[src/as_pkg.sv]
`timescale 1ns / 1ps

package as_pkg;

  // Width of one element; fixed by the item format.
  localparam int VALUE_BITS = 8;

  // Default number of cells in the sorting chain.
  localparam int DEPTH_DEFAULT = 32;

  // Input item: one element, with the flag that closes the set.
  typedef struct packed {
    logic [VALUE_BITS-1:0] value;
    logic                  last;
  } item_t;

  // Result item: one element in ascending order, with the end-of-set flag.
  typedef struct packed {
    logic [VALUE_BITS-1:0] sorted_value;
    logic                  final_res;
  } result_t;

  // Per-cycle command broadcast to every cell.
  typedef struct packed {
    logic insert;  // place the broadcast value into the sorted chain
    logic drain;   // move every element one cell toward the head
  } cell_ctrl_t;

  // Sequencer states.
  typedef enum logic {
    ST_LOAD,
    ST_EMIT
  } state_t;

endpackage

[src/as_cell.sv]
`timescale 1ns / 1ps

module as_cell (
  input  logic                              clk,
  input  as_pkg::cell_ctrl_t                ctrl,
  input  logic [as_pkg::VALUE_BITS-1:0]     ins_value,
  input  logic [as_pkg::VALUE_BITS-1:0]     prev_value,
  input  logic                              prev_take,
  input  logic [as_pkg::VALUE_BITS-1:0]     next_value,
  input  logic                              occupied,
  output logic [as_pkg::VALUE_BITS-1:0]     held,
  output logic                              take
);

  logic [as_pkg::VALUE_BITS-1:0] held_next;

  // This cell lies at or beyond the insertion point. A strict compare puts a
  // new element behind any equal ones, so equal elements keep arrival order.
  assign take = !occupied || (ins_value < held);

  // On insert, cells past the insertion point take their upstream neighbor,
  // and the cell at the insertion point takes the new element. On drain,
  // every cell takes its downstream neighbor.
  always_comb begin
    held_next = held;
    if (ctrl.insert) begin
      if (take) begin
        held_next = prev_take ? prev_value : ins_value;
      end
    end else if (ctrl.drain) begin
      held_next = next_value;
    end
  end

  always_ff @(posedge clk) begin
    held <= held_next;
  end

endmodule

[src/ascending_sorter.sv]
`timescale 1ns / 1ps

// Channel  Ports                         Handshake                Payload
// -------  ----------------------------  -----------------------  ----------------------
// item     start, busy, item             start & !busy at edge    value, last
// result   strobe, result                strobe, one cycle        sorted_value, final_res
//
// Loading places each accepted element directly into its sorted position in
// the cell chain, which compares it against every cell, so loading never holds
// off the sender; once the chain is full, further elements are dropped. After
// the item carrying last, busy is high while the chain drains toward the head,
// one result per cycle. The next item is accepted in the cycle after the final
// result. Synchronous reset empties the set; the cells themselves are not
// cleared. The receiver cannot stall results.

module ascending_sorter #(
  parameter int DEPTH = as_pkg::DEPTH_DEFAULT
) (
  input  logic             clk,
  input  logic             rst,
  input  logic             start,
  output logic             busy,
  input  as_pkg::item_t    item,
  output logic             strobe,
  output as_pkg::result_t  result
);

  localparam int CW = $clog2(DEPTH + 1);

  as_pkg::state_t      state;
  as_pkg::state_t      state_next;
  logic [CW-1:0]       count;
  logic [CW-1:0]       count_next;
  as_pkg::cell_ctrl_t  ctrl;
  logic                accept;
  logic                room;

  logic [as_pkg::VALUE_BITS-1:0] held [DEPTH];
  logic [DEPTH-1:0]              take;

  assign accept = start && (state == as_pkg::ST_LOAD);
  assign room   = (count < CW'(DEPTH));

  // Next state.
  always_comb begin
    state_next = state;
    case (state)
      as_pkg::ST_LOAD: begin
        if (accept && item.last) begin
          state_next = as_pkg::ST_EMIT;
        end
      end
      as_pkg::ST_EMIT: begin
        if (count == CW'(1)) begin
          state_next = as_pkg::ST_LOAD;
        end
      end
      default: begin
        state_next = as_pkg::ST_LOAD;
      end
    endcase
  end

  // Outputs and cell commands.
  always_comb begin
    busy        = 1'b0;
    strobe      = 1'b0;
    ctrl.insert = 1'b0;
    ctrl.drain  = 1'b0;
    case (state)
      as_pkg::ST_LOAD: begin
        ctrl.insert = accept && room;
      end
      as_pkg::ST_EMIT: begin
        busy       = 1'b1;
        strobe     = 1'b1;
        ctrl.drain = 1'b1;
      end
      default: begin
        busy = 1'b0;
      end
    endcase
  end

  assign result.sorted_value = held[0];
  assign result.final_res    = (count == CW'(1));

  // Fill count: grows on each stored element, shrinks on each result.
  always_comb begin
    count_next = count;
    if (ctrl.insert) begin
      count_next = count + CW'(1);
    end else if (ctrl.drain) begin
      count_next = count - CW'(1);
    end
  end

  always_ff @(posedge clk) begin
    if (rst) begin
      state <= as_pkg::ST_LOAD;
      count <= '0;
    end else begin
      state <= state_next;
      count <= count_next;
    end
  end

  // The chain: cell 0 holds the smallest element.
  for (genvar i = 0; i < DEPTH; i++) begin : g_cell
    logic [as_pkg::VALUE_BITS-1:0] prev_value;
    logic                          prev_take;
    logic [as_pkg::VALUE_BITS-1:0] next_value;

    if (i == 0) begin : g_head
      assign prev_value = item.value;
      assign prev_take  = 1'b0;
    end else begin : g_body
      assign prev_value = held[i-1];
      assign prev_take  = take[i-1];
    end

    if (i == DEPTH - 1) begin : g_tail
      assign next_value = held[i];
    end else begin : g_inner
      assign next_value = held[i+1];
    end

    as_cell u_cell (
      .clk        (clk),
      .ctrl       (ctrl),
      .ins_value  (item.value),
      .prev_value (prev_value),
      .prev_take  (prev_take),
      .next_value (next_value),
      .occupied   (CW'(i) < count),
      .held       (held[i]),
      .take       (take[i])
    );
  end

  // A result never appears from an empty set.
  a_strobe_nonempty: assert property (@(posedge clk) disable iff (rst)
    strobe |-> (count != '0))
    else $error("result issued with an empty set");

  // The final result returns the block to loading.
  a_final_ends: assert property (@(posedge clk) disable iff (rst)
    (strobe && result.final_res) |=> (!busy && (count == '0)))
    else $error("block still busy after the final result");

  // A closing item always starts the drain.
  a_last_starts: assert property (@(posedge clk) disable iff (rst)
    (start && !busy && item.last) |=> (busy && strobe))
    else $error("closing item did not start the output of the set");

  // Output continues without gaps until the final result.
  a_no_gap: assert property (@(posedge clk) disable iff (rst)
    (strobe && !result.final_res) |=> strobe)
    else $error("gap in the output of a set");

  // Insertion never exceeds the chain length.
  a_count_bound: assert property (@(posedge clk) disable iff (rst)
    ctrl.insert |-> (count < CW'(DEPTH)))
    else $error("element inserted into a full chain");

endmodule

[config.mk]
export PLATFORM = sky130hd
export DESIGN_NAME = ascending_sorter
export DESIGN_NICKNAME = d
export VERILOG_FILES = /design/src/as_pkg.sv /design/src/as_cell.sv /design/src/ascending_sorter.sv
export SDC_FILE = /design/constraint.sdc
export NUM_CORES = 1
export LEC_CHECK = 0
export ABC_AREA = 1
export BUFFER_PORTS_ARGS = -buffer_cell sky130_fd_sc_hd__buf_2
export CAP_MARGIN = 20
export CORE_MARGIN = 8
export CORE_UTILIZATION = 45
export CTS_BUF_LIST = sky130_fd_sc_hd__clkbuf_2
export DETAILED_ROUTE_END_ITERATION = 12
export GPL_ROUTABILITY_DRIVEN = 0
export GPL_TIMING_DRIVEN = 1
export PLACE_DENSITY = 0.6
export REMOVE_ABC_BUFFERS = 1
export SLEW_MARGIN = 10
export SYNTH_ARGS = -nofsm -noshare
export SYNTH_HDL_FRONTEND = slang
export SYNTH_SLANG_ARGS = --single-unit
[constraint.sdc]
create_clock -name clk -period 6.6 [get_ports clk]
set_input_delay 0.66 -clock clk [delete_from_list [all_inputs] [get_ports clk]]
set_output_delay 0.66 -clock clk [all_outputs]
set_load 0.05 [all_outputs]
Word level (Yosys, flattened, before mapping)
Index checks and enable logic that the tools add are counted.
{"block": "word_totals", "register_bits": 263, "inputBits": 12, "word_cells": 365, "output_inout_bits": 11}
{"block": "classes", "n_bitwise": 1, "n_eq_ne": 32, "add_sub_neg": 2, "n_reduce_logical": 100, "magnitude_cmp": 65, "muxes": 131}
{"cell": "$mux 8", "n": 124}
{"cell": "$lt 8x8->1", "n": 32}
{"cell": "$lt 5x6->1 const A", "n": 16}
{"cell": "$reduce_and 2->1", "n": 32}
{"cell": "$ne 2x1->1 const B", "n": 31}
{"cell": "$lt 4x6->1 const A", "n": 8}
{"cell": "$logic_not 1->1", "n": 32}
{"cell": "$logic_or 1x1->1", "n": 32}
{"cell": "$lt 3x6->1 const A", "n": 4}
{"cell": "$lt 1x6->1 const A", "n": 2}
{"cell": "$lt 2x6->1 const A", "n": 2}
{"cell": "$mux 6", "n": 2}
{"cell": "$add 6x1->6 const B", "n": 1}
{"cell": "$eq 6x1->1 const B", "n": 1}
{"cell": "$lt 6x6->1 const B", "n": 1}
{"cell": "$sub 6x1->6 const B", "n": 1}
{"cell": "$mux 1", "n": 4}
{"cell": "$logic_and 1x1->1", "n": 3}
{"cell": "$pmux 1 s2", "n": 1}
{"cell": "$reduce_bool 2->1", "n": 1}
{"cell": "$not 1->1", "n": 1}

Logic depth before layout (Yosys ltp)
Gate-level depths: netlist of run 1.
{"block": "logic_depth", "depth_word": 6, "depth_mapped": 14, "mapped_depth_nobuf": 13}

Hierarchy
From an unflattened synthesis of run 1, not the netlist that was laid out.
{"block": "hier_totals", "hier_cells": 2664, "area_unflattened_um2": 20206.9}
{"module": "as_cell", "cells_per_inst": 79, "area_each_um2": 605.6, "n_inst": 32, "seq_area_each_um2": 240.2}
{"module": "ascending_sorter", "cells_per_inst": 136, "area_each_um2": 828.3, "n_inst": 1, "seq_area_each_um2": 140.1}

Worst setup path before layout of run 1
OpenSTA, ideal clock, no wires.
{"block": "synth_path", "path_kind": "input -> register", "startpoint": "input port item[6] in the netlist's numbering", "endpoint": "register g_cell[30].u_cell.held[0] in the netlist's numbering, enable pin", "path_buffers": 0, "path_stages": 6, "path_slack_ps": 4236, "arrival_time_ps": 1986, "path_cell_list": "ha_1 a21oi_1 nor2_1 a211oi_1 nand2_1 a31oi_1"}
{"block": "synth_between", "elab_chain_cells": 4}
{"element": "start: declaration", "line_no": "ascending_sorter.sv:23", "rtl": "input as_pkg::item_t item,"}
{"element": "$lt 8x8->1", "line_no": "as_cell.sv:19", "rtl": "assign take = !occupied || (ins_value < held);"}
{"element": "$logic_or 1x1->1", "line_no": "as_cell.sv:19"}
{"element": "$ne 2x1->1 (no source line)"}
{"element": "$reduce_and 2->1 (no source line)"}
{"element": "end signal: assignment", "line_no": "as_cell.sv:36", "rtl": "held <= held_next;"}
{"element": "end: declaration", "line_no": "as_cell.sv:11", "rtl": "output logic [as_pkg::VALUE_BITS-1:0] held,"}
No other way between the ends.
A chain may end at the register's enable or synchronous reset.

Final worst setup path of run 1
{"block": "layout_path", "startpoint": "register state", "endpoint": "register g_cell[15].u_cell.held[0] in the netlist's numbering (data pin)"}
{"block": "layout_between", "elab_chain_cells": 5}
{"element": "start: declaration", "line_no": "ascending_sorter.sv:30", "rtl": "as_pkg::state_t state;"}
{"element": "start signal: assignment", "line_no": "ascending_sorter.sv:100", "rtl": "state <= as_pkg::ST_LOAD;"}
{"element": "start signal: assignment", "line_no": "ascending_sorter.sv:103", "rtl": "state <= state_next;"}
{"element": "$not 1->1"}
{"element": "$logic_and 1x1->1", "line_no": "ascending_sorter.sv:41", "rtl": "assign accept = start && (state == as_pkg::ST_LOAD);"}
{"element": "$logic_and 1x1->1", "line_no": "ascending_sorter.sv:72", "rtl": "ctrl.insert = accept && room;"}
{"element": "$mux 1 *", "line_no": "ascending_sorter.sv:70", "rtl": "case (state)"}
{"element": "$mux 8 *", "line_no": "as_cell.sv:26", "rtl": "if (ctrl.insert) begin"}
{"element": "net g_cell[15].u_cell.held_next (one bit)", "line_no": "as_cell.sv:15", "rtl": "logic [as_pkg::VALUE_BITS-1:0] held_next;"}
{"element": "end signal: assignment", "line_no": "as_cell.sv:36"}
{"element": "end: declaration", "line_no": "as_cell.sv:11"}
Mark *: on every way through the listed nets, which the timed path passes. The rest lies on a longest branch.

==> results, run 1 <==
- After the first detailed-routing iteration, the DRC count stood at between 1,000 and 1,500.
- The routed wirelength normalized by instance count is 16.2 µm.
- The worst max-slew margin expressed relative to the limit is 0.323.
- The fmax is 0.221 GHz.
- The total of max-cap violations is 0.
- The most common cell in the synthesized netlist is sky130_fd_sc_hd__nand2_1.
- The final worst slack is a little over 2 ns.
- The total count of max-transition violations in the final report is 0.
- The analysis attributes to cell leakage a power of around 13 nW.
- The floorplan die width is 226 µm.
- For the final routed database, the setup TNS stands at 0 ns.
- The total area of multi-input combinational cells is between 0.01 and 0.015 mm².
- The source-to-sink clock delay at the later pin of the worst-skew pair is approximately 1.0 ns.
- The via count normalized by instance count is a little over 5.
- Of the available clock period, the critical path in the final layout requires 0.686.
- The number of detailed-route iterations in the first pass is 8.
- The number of endpoints with negative hold slack in the final report is 0.
- The starting density of the core is 0.453.
- After detailed placement, the design holds a cell count of approximately 3,400.
- For the worst setup path, the data required time is between 7 and 8 ns.
- The number of buffers created by CTS is 75.
- The worst path needs roughly 4.5 ns of the cycle, external delays included.
- The number of cells in the finished layout apart from fillers is approximately 3,500.
- The number of buffer cells added on primary ports is 22.
- The wire length of the first global-routing pass is 90,900 µm.
- In the final layout, the share of cells above drive strength 1 is 0.0753.
- Dividing total power by cell area gives a power density of approximately 350 mW/mm².
- For this block, the routed nets add up to around 57,000 µm of wire.
- The H-tree level count is 3.
- Setup repair after global routing left no endpoint under its margin.
- After technology mapping, the gate count stands at around 2,800.
- STA classifies the critical path startpoint as a flip-flop.
- Yosys printed 0 warnings.
- Gates resized during post-CTS repair numbered 0.
- For this run the aggregate overflow at the end of global routing stands at 0.
- After legalization and detailed placement, the total HPWL measured ~40,000 µm.
- From synthesis to final layout, the design area changed by 6.85%.
- The number of global-route vias before repair is 17,300.
- In this run the core area contains between 70 and 80 standard-cell rows.
- The final worst hold slack is roughly 0.27 ns.
- In this run the remaining antenna-violating nets after routing total 0.
- The fraction of registers with async set/reset is 0.
- Of all cell types, the one taking the most synthesized area is sky130_fd_sc_hd__edfxtp_1.
- Prior to clock tree synthesis, the placed netlist has a worst setup slack of 2.01 ns.
- The dominant register cell in the synthesized netlist is sky130_fd_sc_hd__edfxtp_1.
- The mean cell area of the mapped netlist is 7.06 µm².
- The run finished with clean final reports.
- The total I/O pin count is 23.
- The maximum number of pins on one net before global-route repair is approximately 160.
- The share of synthesized area in the top cell type comes to 0.387.
- The category of the most critical setup path is reg -> reg.
- The measured slew at the worst slew-check pin is 1.02 ns.
- The longest clock path from root to sink contains 3 buffers.
- In the routed design, unresolved DRC markers number 0.
- After synthesis, the netlist uses 29 different library cells.
- Registers take slightly below 0.008 mm².
- The area of the die is 0.0511 mm².
- In this run the standard cell core region covers ~0.044 mm².
- The clock tree from TritonCTS is done.
- The tree is rooted in a sky130_fd_sc_hd__clkbuf_2.
- Overall power consumption after layout is estimated at around 7.4 mW.
- The die is between 200 and 250 µm tall.
- The overall via count from detail_route is about 18,000.
- After clock tree synthesis, the clock-pin slew on the worst setup and hold paths is around 0.10 ns.
- IR analysis of the VDD net gives a maximum drop of around 0.16 mV.
- The number of sinks handled by clock tree synthesis is about 260.
- The initial antenna violation count came to 3.
- After synthesis, the cell types taking the most area are sky130_fd_sc_hd__edfxtp_1 (39%), sky130_fd_sc_hd__nand2_1 (31%), sky130_fd_sc_hd__ha_1 (14%), sky130_fd_sc_hd__inv_1 (6.9%), sky130_fd_sc_hd__a21oi_1 (1.8%).
- The number of flops mapped to enable cells by yosys is approximately 260.
- The cell area after technology mapping is around 0.020 mm².
- The arrival time of the worst setup path is ~5.2 ns.
- Counting the fill cells in the layout gives between 4,000 and 5,000.
- The clock tree skew after final layout is roughly 0.11 ns.
- The highest net fanout along the worst path is between 150 and 200.
- Setup violations remaining at the end of the flow were counted as 0.
- The number of nets in the finished design is 3,099.
- The endpoint class of the critical path is a flip-flop.
- Across every metal layer, demand over resource in global routing totals 0.224.
- In this run the worst hold path is classified as in -> reg.
- The share of synthesized area occupied by flip-flops and latches is 0.394.
- Counting instances in the post-synthesis netlist gives the leading cell types as sky130_fd_sc_hd__nand2_1 (1,619), sky130_fd_sc_hd__inv_1 (364), sky130_fd_sc_hd__edfxtp_1 (256), sky130_fd_sc_hd__ha_1 (221), sky130_fd_sc_hd__a21oi_1 (71).
- The post-synthesis sequential element count is between 200 and 300.
-- sequential cells by signal, summed over array words and instances (netlist names) --
| name | count |
|---|---|
| g_cell.u_cell.held | 256 |
| count | 6 |
| state | 1 |
-- through the flow --
stage / util / instance area, µm²
2_1_floorplan: - / 19500
3_3_place_gp: 0.468 / 20500
3_5_place_dp: 0.468 / 20500
4_1_cts: 0.484 / 21200
5_1_grt: 0.484 / 21200
6_report: 0.484 / 21200
-- worst max-delay path, stage by stage, from the launching register on --
cell                       delay [ns]
sky130_fd_sc_hd__dfxtp_1         0.58
sky130_fd_sc_hd__nor2_1          0.22
sky130_fd_sc_hd__nand2_8         0.74
sky130_fd_sc_hd__clkinv_2        0.92
sky130_fd_sc_hd__nand2_1         1.03
sky130_fd_sc_hd__buf_4           0.42
sky130_fd_sc_hd__nand2_1         0.09
sky130_fd_sc_hd__nand2_1         0.07
sky130_fd_sc_hd__nand2_1         0.04
-- final cells by class --
type	instances	share of cell area
diodes	3	0.000354
clock buffers	119	0.0281
clock inverters	13	0.00372
inverters	366	0.0650
multi-input cells	2117	0.486
flip-flops and latches	263	0.369
well taps	592	0.0349
repair buffers	43	0.0129
-- metal layers --
layer,global-route usage,part of all wire
met5,0,0
met3,0.0358,0.053
met2,0.371,0.46
met4,0.0801,0.029
met1,0.294,0.45
-- cell usage in the layout (no fill, tap or decap) --
master and n:
sky130_fd_sc_hd__nand2_1 1619, sky130_fd_sc_hd__inv_1 364, sky130_fd_sc_hd__edfxtp_1 256, sky130_fd_sc_hd__ha_1 221, sky130_fd_sc_hd__clkbuf_2 119, sky130_fd_sc_hd__a21oi_1 71
sky130_fd_sc_hd__nor2_1 68, sky130_fd_sc_hd__nand2_2 37, sky130_fd_sc_hd__nor3_1 31, sky130_fd_sc_hd__o21ai_0 30, sky130_fd_sc_hd__buf_2 22, sky130_fd_sc_hd__buf_4 19
sky130_fd_sc_hd__nand3_1 11, sky130_fd_sc_hd__nand2_4 10, sky130_fd_sc_hd__clkinv_1 9, sky130_fd_sc_hd__dfxtp_1 7, sky130_fd_sc_hd__o21ai_1 6, sky130_fd_sc_hd__diode_2 3
sky130_fd_sc_hd__a31oi_1 3, sky130_fd_sc_hd__nor2_2 2, sky130_fd_sc_hd__inv_2 2, sky130_fd_sc_hd__dlygate4sd3_1 2, sky130_fd_sc_hd__a211oi_1 1, sky130_fd_sc_hd__inv_4 1
sky130_fd_sc_hd__o21ai_2 1, sky130_fd_sc_hd__a21oi_4 1, sky130_fd_sc_hd__nand2_8 1, sky130_fd_sc_hd__clkinv_2 1, sky130_fd_sc_hd__o31ai_1 1, sky130_fd_sc_hd__nand4_1 1
sky130_fd_sc_hd__a21oi_2 1, sky130_fd_sc_hd__nor2_4 1, sky130_fd_sc_hd__bufinv_16 1, sky130_fd_sc_hd__clkinvlp_4 1
-- cell families (layout without fill, tap and decap cells) --
logic type / count (synthesis) / in the layout / share of synthesized area
buffers and inverters: 430 / 541 / 0.0870
AO/OA/AOI/OAI: 115 / 115 / 0.0304
other: 0 / 3 / 0
adder cells (fa/ha/maj): 221 / 221 / 0.139
flip-flops: 263 / 263 / 0.394
AND/OR/NAND/NOR: 1781 / 1781 / 0.349
-- path summary, 6_finish.rpt --
kind              cells past startpoint                   endpoint  slack (ns)                      start
setup reg to reg                      8  g_cell[15].u_cell.held[0]        2.08                      state
hold / removal                        6                   count[5]        0.27                      start
hold reg to reg                       2  g_cell[17].u_cell.held[3]        0.49  g_cell[18].u_cell.held[3]
setup / recovery                      8  g_cell[15].u_cell.held[0]        2.08                      state
-- report_power, final --
group | total (mW) | internal, mW | switching [mW] | leakage (nW)
clock | 1.26 | 0.508 | 0.752 | 0.531
sequential | 2.89 | 2.59 | 0.306 | 2.54
combinational | 3.26 | 1.04 | 2.22 | 9.67
-- timing repair --
action / in CTS / in global routing
buffers inserted: 0 / 0
hold buffers: 2 / 0
hold endpoints to repair: 7 / 0
Note: power is estimated with default switching activity, not from simulation.
==> run 2, diff against run 1 <==
PLACE_DENSITY = 0.62   (was 0.6)
clock period = 3.8 ns   (was 6.6 ns; I/O delays follow)
==> run 2 against run 1 <==
Net effect:
- utilization grew 0.29 points
- highest routed layer unchanged
- first-iteration DRC count grew 31%
- critical path type is now reg -> out
- combinational power grew 77%
==> results, run 2 (synthesized netlist as in run 1, its figures left out) <==
- Clock tree synthesis selected as its root buffer the cell sky130_fd_sc_hd__clkbuf_2.
- The total I/O pin count came to 23 (unchanged).
- The maximum number of pins on one net before global-route repair is 245 (+58%).
- The most common cell after layout, fill and taps aside is sky130_fd_sc_hd__nand2_1.
- The arrival time of the worst setup path is 2.69 ns (-2.53 ns).
- The area of the placeable core is 0.0438 mm² (unchanged).
- The largest buffer count on any clock path is 3 (unchanged).
- The standby leakage power was 12.8 nW (+0.40%).
- The clock-pin slew of the registers on the worst-case setup and hold paths came to 0.09 ns (about the same).
- The total overflow reported by the global router was 0 (unchanged).
- Among all stages on the critical path, the largest delay is contributed by sky130_fd_sc_hd__dfxtp_1.
- The violation count after the first detailed-route iteration is 1,560 (+31%).
- The floorplan die width was 226 µm (unchanged).
- The sequential standard cell area is 0.00783 mm² (unchanged).
- The number of flip-flops in the largest register is 256 (unchanged).
- The data required time at the worst endpoint was 3.42 ns (-3.88 ns).
- The total wire length is 59,800 µm (+5.2%).
- The area of the die is 0.0511 mm² (unchanged).
- The peak ir drop on the vdd network came to 0.293 mV (+87%).
- The shortest clock period the worst path allows after layout is 3.07 ns.
- Setup repair after global routing left no endpoint under its margin.
- The category of the worst setup path launch point is a flip-flop.
- The number of nets in the finished design is 3,115 (+0.52%).
- The measured slew at the worst slew-check pin is 1.12 ns (+0.103 ns).
- The highest net fanout along the worst path was 9 (-94%).
- The area growth from synthesis to layout is 7.50%.
- The power consumption came to 12.9 mW (+74%).
- The setup-violating endpoint count in the final report came to 0 (unchanged).
- The fmax is 0.326 GHz.
- The post-route DRC violation count is 0 (unchanged).
- The starting density of the core was 0.453 (unchanged).
- The wire length of the first global-routing pass was 95,100 µm (+4.7%).
- The number of buffers inserted by post-CTS setup repair came to 0 (unchanged).
- The initial antenna violation count was 2 (-1).
- The total count of max-transition violations in the final report is 0 (unchanged).
- The largest registers in the layout are g_cell.u_cell.held: 256 flops, count: 6 flops, state: 1 flops.
- The aggregate global-route resource usage came to 0.237 (+0.0128).
- The via count normalized by instance count is 5.09 (+1.3%).
- The power density normalized to cell area was 604 mW/mm² (+73%).
- The source-to-sink clock delay at the later pin of the worst-skew pair is 1.02 ns (about the same).
- The number of endpoints with negative hold slack in the final report is 0 (unchanged).
- The register with the highest flop count is g_cell.u_cell.held.
- The post-detailed-placement cell area is 0.0207 mm² (+0.78%).
- The total of cells resized after clock tree synthesis is 0 (unchanged).
- The number of detailed-route iterations in the first pass is 5 (-3).
- The die boundary height was 226 µm (unchanged).
- The number of sinks handled by clock tree synthesis is 263 (unchanged).
- The worst max-slew margin expressed relative to the limit was 0.254 (-0.0686).
- The number of global-route vias before repair was 17,900 (+3.4%).
- The final worst hold slack is 0.0940 ns (-0.176 ns).
- STA classifies the critical path endpoint as an output pin.
- The overall via count from detail_route came to 18,000 (+1.7%).
- Traced cell by cell, the critical path runs through nor2_4, inv_1, nor2_1, inv_1, nor2_1, buf_2.
- The worst setup path is of the reg -> out kind.
- The flow ran to the end, and the final reports show no timing, DRC or antenna violations.
- The fill cell instance count of the final layout was 4,461 (-1.2%).
- The count of standard-cell rows is 77 (unchanged).
- The routed wirelength normalized by instance count is 17.0 µm (+4.8%).
- The maximum single-stage delay on the critical path came to 0.44 ns (-0.59 ns).
- The H-tree level count is 3 (unchanged).
- The clock tree from TritonCTS is done.
- The post-detailed-placement half-perimeter wirelength was 41,800 µm (+4.3%).
- Leaving out fill and tap cells, the most frequent cells in the layout are sky130_fd_sc_hd__nand2_1 (1,619), sky130_fd_sc_hd__inv_1 (364), sky130_fd_sc_hd__edfxtp_1 (256), sky130_fd_sc_hd__ha_1 (221), sky130_fd_sc_hd__clkbuf_2 (107).
- The clock tree skew after final layout is 0.0578 ns (-0.0511 ns).
- The number of buffers created by CTS came to 76 (+1.3%).
- The accumulated negative setup slack was 0 ns (unchanged).
- The final standard cell utilization of the core is 0.487 (+0.00294).
- The total area of multi-input combinational cells came to 0.0103 mm² (unchanged).
- The number of buffer cells added on primary ports is 22 (unchanged).
- The share of layout cells above drive strength 1 was 0.0753 (about the same).
- The total of max-cap violations was 0 (unchanged).
- The final antenna-violating net count came to 0 (unchanged).
- The worst hold-check path type is in -> reg.
- The final critical-path share of the clock period is 0.807.
- The design area was 0.0213 mm² (+0.61%).
[run 2: where the power goes]
| part | switching [mW] | internal, mW | leakage [nW] |
|---|---|---|---|
| clock network | 1.29 | 0.750 | 0.489 |
| logic | 3.94 | 1.84 | 9.76 |
| registers | 0.582 | 4.50 | 2.54 |
| total | 5.81 | 7.08 | 12.8 |
[run 2: final timing paths]
path                        startpoint  slack (ns)  depth (start not counted)                   endpoint
max                           count[5]        0.73                          6                  result[0]
min reg2reg  g_cell[21].u_cell.held[5]        0.53                          2  g_cell[20].u_cell.held[5]
min                            item[3]        0.09                          3  g_cell[31].u_cell.held[2]
max reg2reg                   count[1]        1.16                          8   g_cell[8].u_cell.held[2]
[run 2: timing repair]
| item | in CTS | in global routing |
|---|---|---|
| endpoints found under the setup margin | 0 | 0 |
| hold buffers | 4 | 0 |
| endpoints found under the hold margin | 23 | 0 |
[run 2: area by class of cell]
class,count,share of cell area
repair buffers,58,0.0212
inverters,366,0.0646
diodes,4,0.000469
flip-flops and latches,263,0.367
multi-input cells,2117,0.483
clock inverters,22,0.00399
well taps,592,0.0347
clock buffers,107,0.0251
[run 2: metal layers]
metal,GRT usage,part of all wire,wire [µm]
met1,0.307,0.44,26100
met2,0.384,0.45,27200
met3,0.0456,0.071,4240
met4,0.100,0.038,2250
met5,0,0,0
[run 2: worst max-delay path: cells and delay by family (launching register included)]
kind          cells  cell delay (ns)
simple gates      3             0.69
buf+inv           3             0.56
flops             1             0.44
[run 2: stage by stage]
stage / worst slack, ns / cells
CTS: 0.638 / 3525
global route: 0.497 / 3529
floorplan: -2.20 / 2746
finish: 0.734 / 3529
detailed placement: 0.755 / 3392
global placement: 0.769 / 3392
